===== src/design/counting_semaphore_table_top_defines.svh =====
// Assertion macros shared by the semaphore table RTL.
// Each check is clocked on clk_i and is held off while rst_ni is low.
`ifndef COUNTING_SEMAPHORE_TABLE_TOP_DEFINES_SVH
`define COUNTING_SEMAPHORE_TABLE_TOP_DEFINES_SVH

// Same-cycle implication.
`define CSEM_ASSERT_NOW(lbl, ante, cons, msg) \
  lbl: assert property (@(posedge clk_i) disable iff (!rst_ni) (ante) |-> (cons)) \
    else $error(msg);

// Next-cycle implication.
`define CSEM_ASSERT_NEXT(lbl, ante, cons, msg) \
  lbl: assert property (@(posedge clk_i) disable iff (!rst_ni) (ante) |=> (cons)) \
    else $error(msg);

`endif


===== src/design/csem_pkg.sv =====
package csem_pkg;

  // Default table geometry
  localparam int NumSems   = 32;
  localparam int CountBits = 16;

  // Field widths of the request and response beats
  localparam int FuncW  = 2;
  localparam int IdW    = 6;
  localparam int InitW  = 17;
  localparam int StatW  = 3;

  typedef enum logic [FuncW-1:0] {
    FuncCreate = 2'd0,
    FuncWait   = 2'd1,
    FuncPost   = 2'd2,
    FuncRsvd   = 2'd3
  } func_e;

  typedef enum logic [StatW-1:0] {
    StOk       = 3'd0,
    StBadId    = 3'd1,
    StFull     = 3'd2,
    StNeg      = 3'd3,
    StBlock    = 3'd4,
    StOverflow = 3'd5
  } status_e;

endpackage


===== src/design/csem_req_if.sv =====
interface csem_req_if;
  logic                         valid;
  logic                         ready;
  logic [csem_pkg::FuncW-1:0]   func;
  logic [csem_pkg::IdW-1:0]     sem_id;
  logic signed [csem_pkg::InitW-1:0] init_value;

  modport source (output valid, func, sem_id, init_value, input ready);
  modport sink   (input valid, func, sem_id, init_value, output ready);
endinterface


===== src/design/csem_rsp_if.sv =====
interface csem_rsp_if;
  logic                         valid;
  logic                         ready;
  logic [csem_pkg::StatW-1:0]   status;
  logic [csem_pkg::IdW-1:0]     result_id;
  logic                         wake;

  modport source (output valid, status, result_id, wake, input ready);
  modport sink   (input valid, status, result_id, wake, output ready);
endinterface


===== src/design/counting_semaphore_table_top.sv =====
// A request beat accepted into the request register moves to the response register when
// the response slot is free or being drained. Throughput: one request per cycle while the
// response side drains; the table lookup, priority encode and count update all sit between
// the request register and the response register. Reset (rst_ni low, asynchronous) clears
// every used bit and count and drops both pipeline valids; req_i.ready is high once it lifts.
`include "counting_semaphore_table_top_defines.svh"

module counting_semaphore_table_top #(
  parameter int NUM_SEMS   = csem_pkg::NumSems,
  parameter int COUNT_BITS = csem_pkg::CountBits
) (
  input  logic      clk_i,
  input  logic      rst_ni,
  csem_req_if.sink  req_i,
  csem_rsp_if.source rsp_o
);

  localparam int IdxW = (NUM_SEMS > 1) ? $clog2(NUM_SEMS) : 1;

  // Request register
  logic                          s1_valid_q;
  logic [csem_pkg::FuncW-1:0]    s1_func_q;
  logic [csem_pkg::IdW-1:0]      s1_id_q;
  logic [csem_pkg::InitW-1:0]    s1_init_q;
  logic                          s1_fire;

  // Response register
  logic                          rsp_valid_q;
  csem_pkg::status_e             status_q, status_d;
  logic [csem_pkg::IdW-1:0]      result_id_q, result_id_d;
  logic                          wake_q, wake_d;

  // Semaphore table
  logic [NUM_SEMS-1:0]           used_q;
  logic [COUNT_BITS-1:0]         count_q [NUM_SEMS];

  // Decode signals
  logic [IdxW-1:0]               idx;
  logic [IdxW-1:0]               alloc_idx;
  logic                          free_found;
  logic                          id_ok;
  logic                          entry_used;
  logic [COUNT_BITS-1:0]         cur_count;
  logic [COUNT_BITS-1:0]         load_count;
  logic                          init_neg;
  logic                          init_fits;
  logic                          create_ok, wait_ok, post_ok;

  // Handshake: stage 1 moves when the response slot is free or being drained
  assign s1_fire     = s1_valid_q && (!rsp_valid_q || rsp_o.ready);
  assign req_i.ready = !s1_valid_q || s1_fire;

  always_ff @(posedge clk_i or negedge rst_ni) begin
    if (!rst_ni) begin
      s1_valid_q <= 1'b0;
    end else if (req_i.ready) begin
      s1_valid_q <= req_i.valid;
    end
  end

  always_ff @(posedge clk_i) begin
    if (req_i.ready && req_i.valid) begin
      s1_func_q <= req_i.func;
      s1_id_q   <= req_i.sem_id;
      s1_init_q <= req_i.init_value;
    end
  end

  // Lowest free entry
  always_comb begin
    free_found = 1'b0;
    alloc_idx  = '0;
    for (int i = NUM_SEMS - 1; i >= 0; i--) begin
      if (!used_q[i]) begin
        free_found = 1'b1;
        alloc_idx  = IdxW'(i);
      end
    end
  end

  // Entry lookup
  assign idx        = s1_id_q[IdxW-1:0];
  assign id_ok      = (32'(s1_id_q) < NUM_SEMS);
  assign entry_used = id_ok && used_q[idx];
  assign cur_count  = count_q[idx];

  // Create value checks: sign bit, then range against the count width
  assign init_neg   = s1_init_q[csem_pkg::InitW-1];
  assign init_fits  = ((32'(s1_init_q[csem_pkg::InitW-2:0]) >> COUNT_BITS) == 32'd0);
  assign load_count = COUNT_BITS'(32'(s1_init_q[csem_pkg::InitW-2:0]));

  // Operation decode
  always_comb begin
    status_d    = csem_pkg::StBadId;
    result_id_d = s1_id_q;
    wake_d      = 1'b0;
    create_ok   = 1'b0;
    wait_ok     = 1'b0;
    post_ok     = 1'b0;
    unique case (csem_pkg::func_e'(s1_func_q))
      csem_pkg::FuncCreate: begin
        result_id_d = '0;
        priority if (init_neg) begin
          status_d = csem_pkg::StNeg;
        end else if (!init_fits) begin
          status_d = csem_pkg::StOverflow;
        end else if (!free_found) begin
          status_d = csem_pkg::StFull;
        end else begin
          status_d    = csem_pkg::StOk;
          result_id_d = csem_pkg::IdW'(alloc_idx);
          create_ok   = 1'b1;
        end
      end
      csem_pkg::FuncWait: begin
        priority if (!entry_used) begin
          status_d = csem_pkg::StBadId;
        end else if (cur_count == '0) begin
          status_d = csem_pkg::StBlock;
        end else begin
          status_d = csem_pkg::StOk;
          wait_ok  = 1'b1;
        end
      end
      csem_pkg::FuncPost: begin
        priority if (!entry_used) begin
          status_d = csem_pkg::StBadId;
        end else if (cur_count == '1) begin
          status_d = csem_pkg::StOverflow;
        end else begin
          status_d = csem_pkg::StOk;
          wake_d   = 1'b1;
          post_ok  = 1'b1;
        end
      end
      csem_pkg::FuncRsvd: begin
        status_d = csem_pkg::StBadId;
      end
      default: begin
        status_d = csem_pkg::StBadId;
      end
    endcase
  end

  // Table update, at most one entry per beat
  always_ff @(posedge clk_i or negedge rst_ni) begin
    if (!rst_ni) begin
      used_q  <= '0;
      count_q <= '{default: '0};
    end else if (s1_fire) begin
      if (create_ok) begin
        used_q[alloc_idx]  <= 1'b1;
        count_q[alloc_idx] <= load_count;
      end
      if (wait_ok) begin
        count_q[idx] <= cur_count - COUNT_BITS'(1);
      end
      if (post_ok) begin
        count_q[idx] <= cur_count + COUNT_BITS'(1);
      end
    end
  end

  // Response register
  always_ff @(posedge clk_i or negedge rst_ni) begin
    if (!rst_ni) begin
      rsp_valid_q <= 1'b0;
    end else if (s1_fire) begin
      rsp_valid_q <= 1'b1;
    end else if (rsp_o.ready) begin
      rsp_valid_q <= 1'b0;
    end
  end

  always_ff @(posedge clk_i) begin
    if (s1_fire) begin
      status_q    <= status_d;
      result_id_q <= result_id_d;
      wake_q      <= wake_d;
    end
  end

  assign rsp_o.valid     = rsp_valid_q;
  assign rsp_o.status    = status_q;
  assign rsp_o.result_id = result_id_q;
  assign rsp_o.wake      = wake_q;

  // Checks
  `CSEM_ASSERT_NOW(a_wake_only_ok, rsp_valid_q && wake_q, status_q == csem_pkg::StOk, "wake on a failed post")
  `CSEM_ASSERT_NEXT(a_create_marks_used, s1_fire && create_ok, used_q[$past(alloc_idx)], "create left entry free")
  `CSEM_ASSERT_NEXT(a_used_monotonic, 1'b1, $countones(used_q) >= $past($countones(used_q)), "used entry was freed")
  `CSEM_ASSERT_NEXT(a_wait_decrements, s1_fire && wait_ok, count_q[$past(idx)] == $past(cur_count) - COUNT_BITS'(1), "wait did not decrement")

endmodule


===== src/flat_wrapper.sv =====
// flat-port wrapper written by rule: the top's interface ports become plain ports
module counting_semaphore_table_top_flat 
#(
  parameter int NUM_SEMS   = csem_pkg::NumSems,
  parameter int COUNT_BITS = csem_pkg::CountBits
)
  (clk_i, rst_ni, req_i_valid, req_i_func, req_i_sem_id, req_i_init_value, req_i_ready, rsp_o_valid, rsp_o_status, rsp_o_result_id, rsp_o_wake, rsp_o_ready);
  csem_req_if req_i_i ();
  csem_rsp_if rsp_o_i ();
  input  logic clk_i;
  input  logic rst_ni;
  input wire logic [$bits(req_i_i.valid)-1:0] req_i_valid;
  input wire logic [$bits(req_i_i.func)-1:0] req_i_func;
  input wire logic [$bits(req_i_i.sem_id)-1:0] req_i_sem_id;
  input wire logic [$bits(req_i_i.init_value)-1:0] req_i_init_value;
  output wire logic [$bits(req_i_i.ready)-1:0] req_i_ready;
  output wire logic [$bits(rsp_o_i.valid)-1:0] rsp_o_valid;
  output wire logic [$bits(rsp_o_i.status)-1:0] rsp_o_status;
  output wire logic [$bits(rsp_o_i.result_id)-1:0] rsp_o_result_id;
  output wire logic [$bits(rsp_o_i.wake)-1:0] rsp_o_wake;
  input wire logic [$bits(rsp_o_i.ready)-1:0] rsp_o_ready;
  assign req_i_i.valid = req_i_valid;
  assign req_i_i.func = req_i_func;
  assign req_i_i.sem_id = req_i_sem_id;
  assign req_i_i.init_value = req_i_init_value;
  assign req_i_ready = req_i_i.ready;
  assign rsp_o_valid = rsp_o_i.valid;
  assign rsp_o_status = rsp_o_i.status;
  assign rsp_o_result_id = rsp_o_i.result_id;
  assign rsp_o_wake = rsp_o_i.wake;
  assign rsp_o_i.ready = rsp_o_ready;
  counting_semaphore_table_top #(.NUM_SEMS(NUM_SEMS), .COUNT_BITS(COUNT_BITS)) u_core (.clk_i(clk_i), .rst_ni(rst_ni), .req_i(req_i_i), .rsp_o(rsp_o_i));
endmodule

===== config.mk =====
export PLATFORM = sky130hd
export DESIGN_NAME = counting_semaphore_table_top_flat
export DESIGN_NICKNAME = d
export VERILOG_FILES = /design/src/design/csem_pkg.sv /design/src/design/csem_req_if.sv /design/src/design/csem_rsp_if.sv /design/src/design/counting_semaphore_table_top.sv /design/src/flat_wrapper.sv
export VERILOG_INCLUDE_DIRS = /design/src /design/src/design
export SDC_FILE = /design/constraint.sdc
export NUM_CORES = 2
export LEC_CHECK = 0
export BUFFER_PORTS_ARGS = -buffer_cell sky130_fd_sc_hd__buf_2
export CAP_MARGIN = 20
export CORE_ASPECT_RATIO = 0.6
export CORE_MARGIN = 10
export CORE_UTILIZATION = 30
export CTS_BUF_LIST = sky130_fd_sc_hd__clkbuf_8
export DETAILED_ROUTE_END_ITERATION = 12
export GPL_TIMING_DRIVEN = 0
export PLACE_DENSITY = 0.53
export SYNTH_ARGS = -nofsm -noshare
export SYNTH_HDL_FRONTEND = slang
export SYNTH_SLANG_ARGS = --single-unit

===== constraint.sdc =====
create_clock -name clk_i -period 6.2 [get_ports clk_i]
set_input_delay 0.62 -clock clk_i [delete_from_list [all_inputs] [get_ports clk_i]]
set_output_delay 0.62 -clock clk_i [all_outputs]
set_load 0.005 [all_outputs]

==> impl_metrics.py <==
metrics = {
    "flow_run": {
        "maxCapViolCount": 1,
    },
    "cts": {
        "clock_sinks": 581,
        "clock_path_buffers": 3,
        "cts_max_level": 3,
        "cts_tree": "done",
        "cts_inserted_buffers": 109,
        "root_buffer": "clkbuf_8",
        "worstSkewPairLatency_ps": 970,
        "clk_pin_slew_ps": 70,
    },
    "cells_and_area": {
        "multi_input_area_sq_mm": 0.0253,
        "nFillCells": 14200,
        "final_util_pct": 36.7,
        "regArea_sq_mm": 0.0147,
        "area_growth_pct": 21.3,
        "drive_above_1_share_pct": 16.7,
        "fin_nets": 5370,
    },
    "logic_synthesis": {
        "syn_area_sq_mm": 0.0414,
        "ys_types": 94,
        "ys_seq_area_share_pct": 35.5,
        "synth_warnings": 0,
        "syn_inst": 4986,
        "synthFlopType": "dfrtp_1",
        "syn_area_per_cell_sq_um": 8.31,
        "async_flop_share_pct": 94.0,
        "ys_top_cells_by_area": "dfrtp_1 33%, mux2i_1 12%, nand2_1 5.5%",
        "synth_top_area_share_pct": 33.0,
        "synth.most_common_cell": "nand2_1",
        "synth-seq-cells": 581,
        "synth_edf_count": 35,
        "yosysTopAreaCell": "dfrtp_1",
        "syn-num-nets": 5018,
        "synth_common_cells": "612 x nand2_1, 546 x dfrtp_1, 502 x mux2i_1",
    },
    "timing": {
        "period_minus_slack_ps": 6660,
        "tightestPinTransition_ps": 1510,
        "hold_viol_final": 0,
        "finalCritPeriodShare_pct": 107,
        "timing.fmax_mhz": 150,
        "final_max_slew_viol_count": 11,
        "rsz0062_at_grt": "yes",
        "fin_skew_ps": 87.9,
        "max_slew_margin_pct": -0.580,
        "worst_slack_ps": -464,
        "setup_viol": 424,
    },
    "critical_path": {
        "worst-setup-path-type": "reg2reg",
        "path_depth": 16,
        "path_max_fanout": 10,
        "endpoint_kind": "register",
        "slowest_delay_ps": 1030,
        "critPathLaunchType": "register",
        "cp_slowest_cell": "o31ai_1",
        "required_ps": 7000,
        "crit_chain": "buf_4 -> clkbuf_4 -> buf_6 -> mux2i_1 -> o22ai_1 -> nor4_2 -> nand4_1 -> nor4b_2 -> buf_4 -> a21oi_1 -> buf_2 -> buf_6 -> and2_4 -> o31ai_1 -> nand2_1 -> o21ai_0",
        "reg2reg_from": "u_core.s1_id_q[1]",
        "path_buf_inv": 6,
        "r2r_setup_slack_ps": -460,
        "cp_top_family": "buffers and inverters",
        "setup.worst_path.start": "u_core.s1_id_q[1]",
        "crit_end": "u_core.count_q[192]",
        "reg2regPathDepth": 16,
        "arrival_ps": 7460,
        "worstReg2RegEnd": "u_core.count_q[192]",
    },
    "global_routing": {
        "grt_max_degree": 96,
        "grt_pass1_vias": 45400,
        "grt_remaining_overflow": 0,
        "grt_usage_pct": 47.3,
        "grt_pass1_wl_mm": 482,
        "grt_antenna_before_repair": 57,
    },
    "place": {
        "portBuffers": 40,
        "routabilityCongestion": 1.09,
        "dp_slack_ps": -1370,
        "dp_hpwl_mm": 297,
    },
    "drt": {
        "vias": 52500,
        "via_per_inst": 7.21,
        "drtAntennaViolNets": 0,
        "remaining_drc_errors": 0,
        "drtIter0Drc": 11100,
        "first_pass_iters": 10,
        "wl_per_cell_microns": 52.5,
        "drt-total-wl_mm": 382,
    },
    "worst_hold_path": {
        "hold_path_class": "in2async",
    },
    "floorplanning": {
        "io_pins": 41,
        "core_area_sq_mm": 0.137,
        "die_h_microns": 308,
        "die-area_sq_mm": 0.154,
        "die_w_microns": 500,
        "start_util_pct": 30.3,
        "row_count": 105,
    },
    "run_status": {
        "status": "finished, violations left",
        "violations": "max-capacitance violations, max-slew violations, negative setup slack",
    },
    "power_and_ir_drop": {
        "ir_worst_vdd_mv": 0.181,
        "powerDensity_mw_per_mm2": 318,
        "p_leak_nw": 21.4,
    },
}
[placed cells by master, fill, tap and decap left out, drive strengths merged, types with 82 or more instances in the layout]
cell	n
mux2	97
mux2i	502
a22oi	126
nand2	640
clkbuf	448
nor2	386
buf	409
a221o	82
dfrtp	546
o22ai	245
nand3	376
a21oi	342
o21ai	396
o211ai	138
[logic make-up (layout without fill, tap and decap cells)]
logic type	after synthesis	count (layout)	synth area share [%]
buf+inv	541	979	5.75
simple gates	1640	1640	17.9
mux	607	607	15.2
other cells	0	36	0
xor+xnor	30	30	0.671
fa+ha+maj	3	3	0.0906
flops	581	581	35.5
compound gates	1584	1584	24.8
[flip-flops by register name, indices dropped and copies added (netlist names)]
register and cells:
u_core.rsp_o.result_id 6, u_core.rsp_o.status 3, u_core.used_q 32, u_core.s1_func_q 2
u_core.count_q 512, u_core.s1_init_q 17, u_core.rsp_o.valid 1, u_core.s1_id_q 6
u_core.rsp_o.wake 1, u_core.s1_valid_q 1
[where the power goes]
part | internal, W | switching [W]
combinational | 0.00172 | 0.00488
sequential | 0.00440 | 0.000717
clock | 0.00205 | 0.00221
total | 0.00818 | 0.00780
[area by class of cell]
cell class                 instances  area share [%]
antenna                           36           0.179
buffer                           521            5.03
clock buffer                     125            3.42
clock inverter                    72           0.927
inverter                          19           0.147
multi-input combinational       3864            50.3
sequential                       581            29.3
tap                             1819            4.53
timing repair buffer             242            6.19
[how the worst min path moves through the flow]
| stage | startpoint | slack, ps | to |
|---|---|---|---|
| finish | rst_ni | 200 | u_core.rsp_o.valid |
| floorplan | rst_ni | 320 | u_core.count_q[0] |
| global route | rst_ni | 260 | u_core.count_q[342] |
| detailed placement | u_core.count_q[400] | 480 | u_core.count_q[400] |
| global placement | u_core.s1_valid_q | 470 | u_core.rsp_o.valid |
| CTS | rst_ni | 220 | u_core.rsp_o.valid |
[timing repair]
action                                 4_1_cts  5_1_grt
hold buffers                                29        0
buffers inserted                             5        6
pin swaps                                    2        4
setup endpoints to repair                  513      460
gates cloned                                 0        0
resized for setup                          123      127
endpoints found under the hold margin       80        0
[per-stage QoR]
step / total power (W) / std cells / hold slack [ps] / setup TNS (ps) / area [sq um]
after global routing: 0.0159 / 7252 / 262 / -10.0 / 50200
after detailed placement: 0.0108 / 6985 / 484 / -426140 / 46200
final: 0.0160 / 7279 / 205 / -61010 / 50200
after CTS: 0.0150 / 7215 / 217 / -103 / 49200
after floorplan: 0.00731 / 4986 / 324 / 0 / 41400
after global placement: 0.0104 / 6845 / 470 / -6258680 / 43900
[metal layers]
layer | GRT usage (%) | wire (microns) | vias to the layer above
li1 | - | - | 19300
met1 | 62.6 | 156000 | 26700
met2 | 56.5 | 132000 | 5515
met3 | 34.3 | 75000 | 913
met4 | 17.6 | 17300 | 64
met5 | 5.56 | 1860 | -
(Power assumes the default switching activity.)
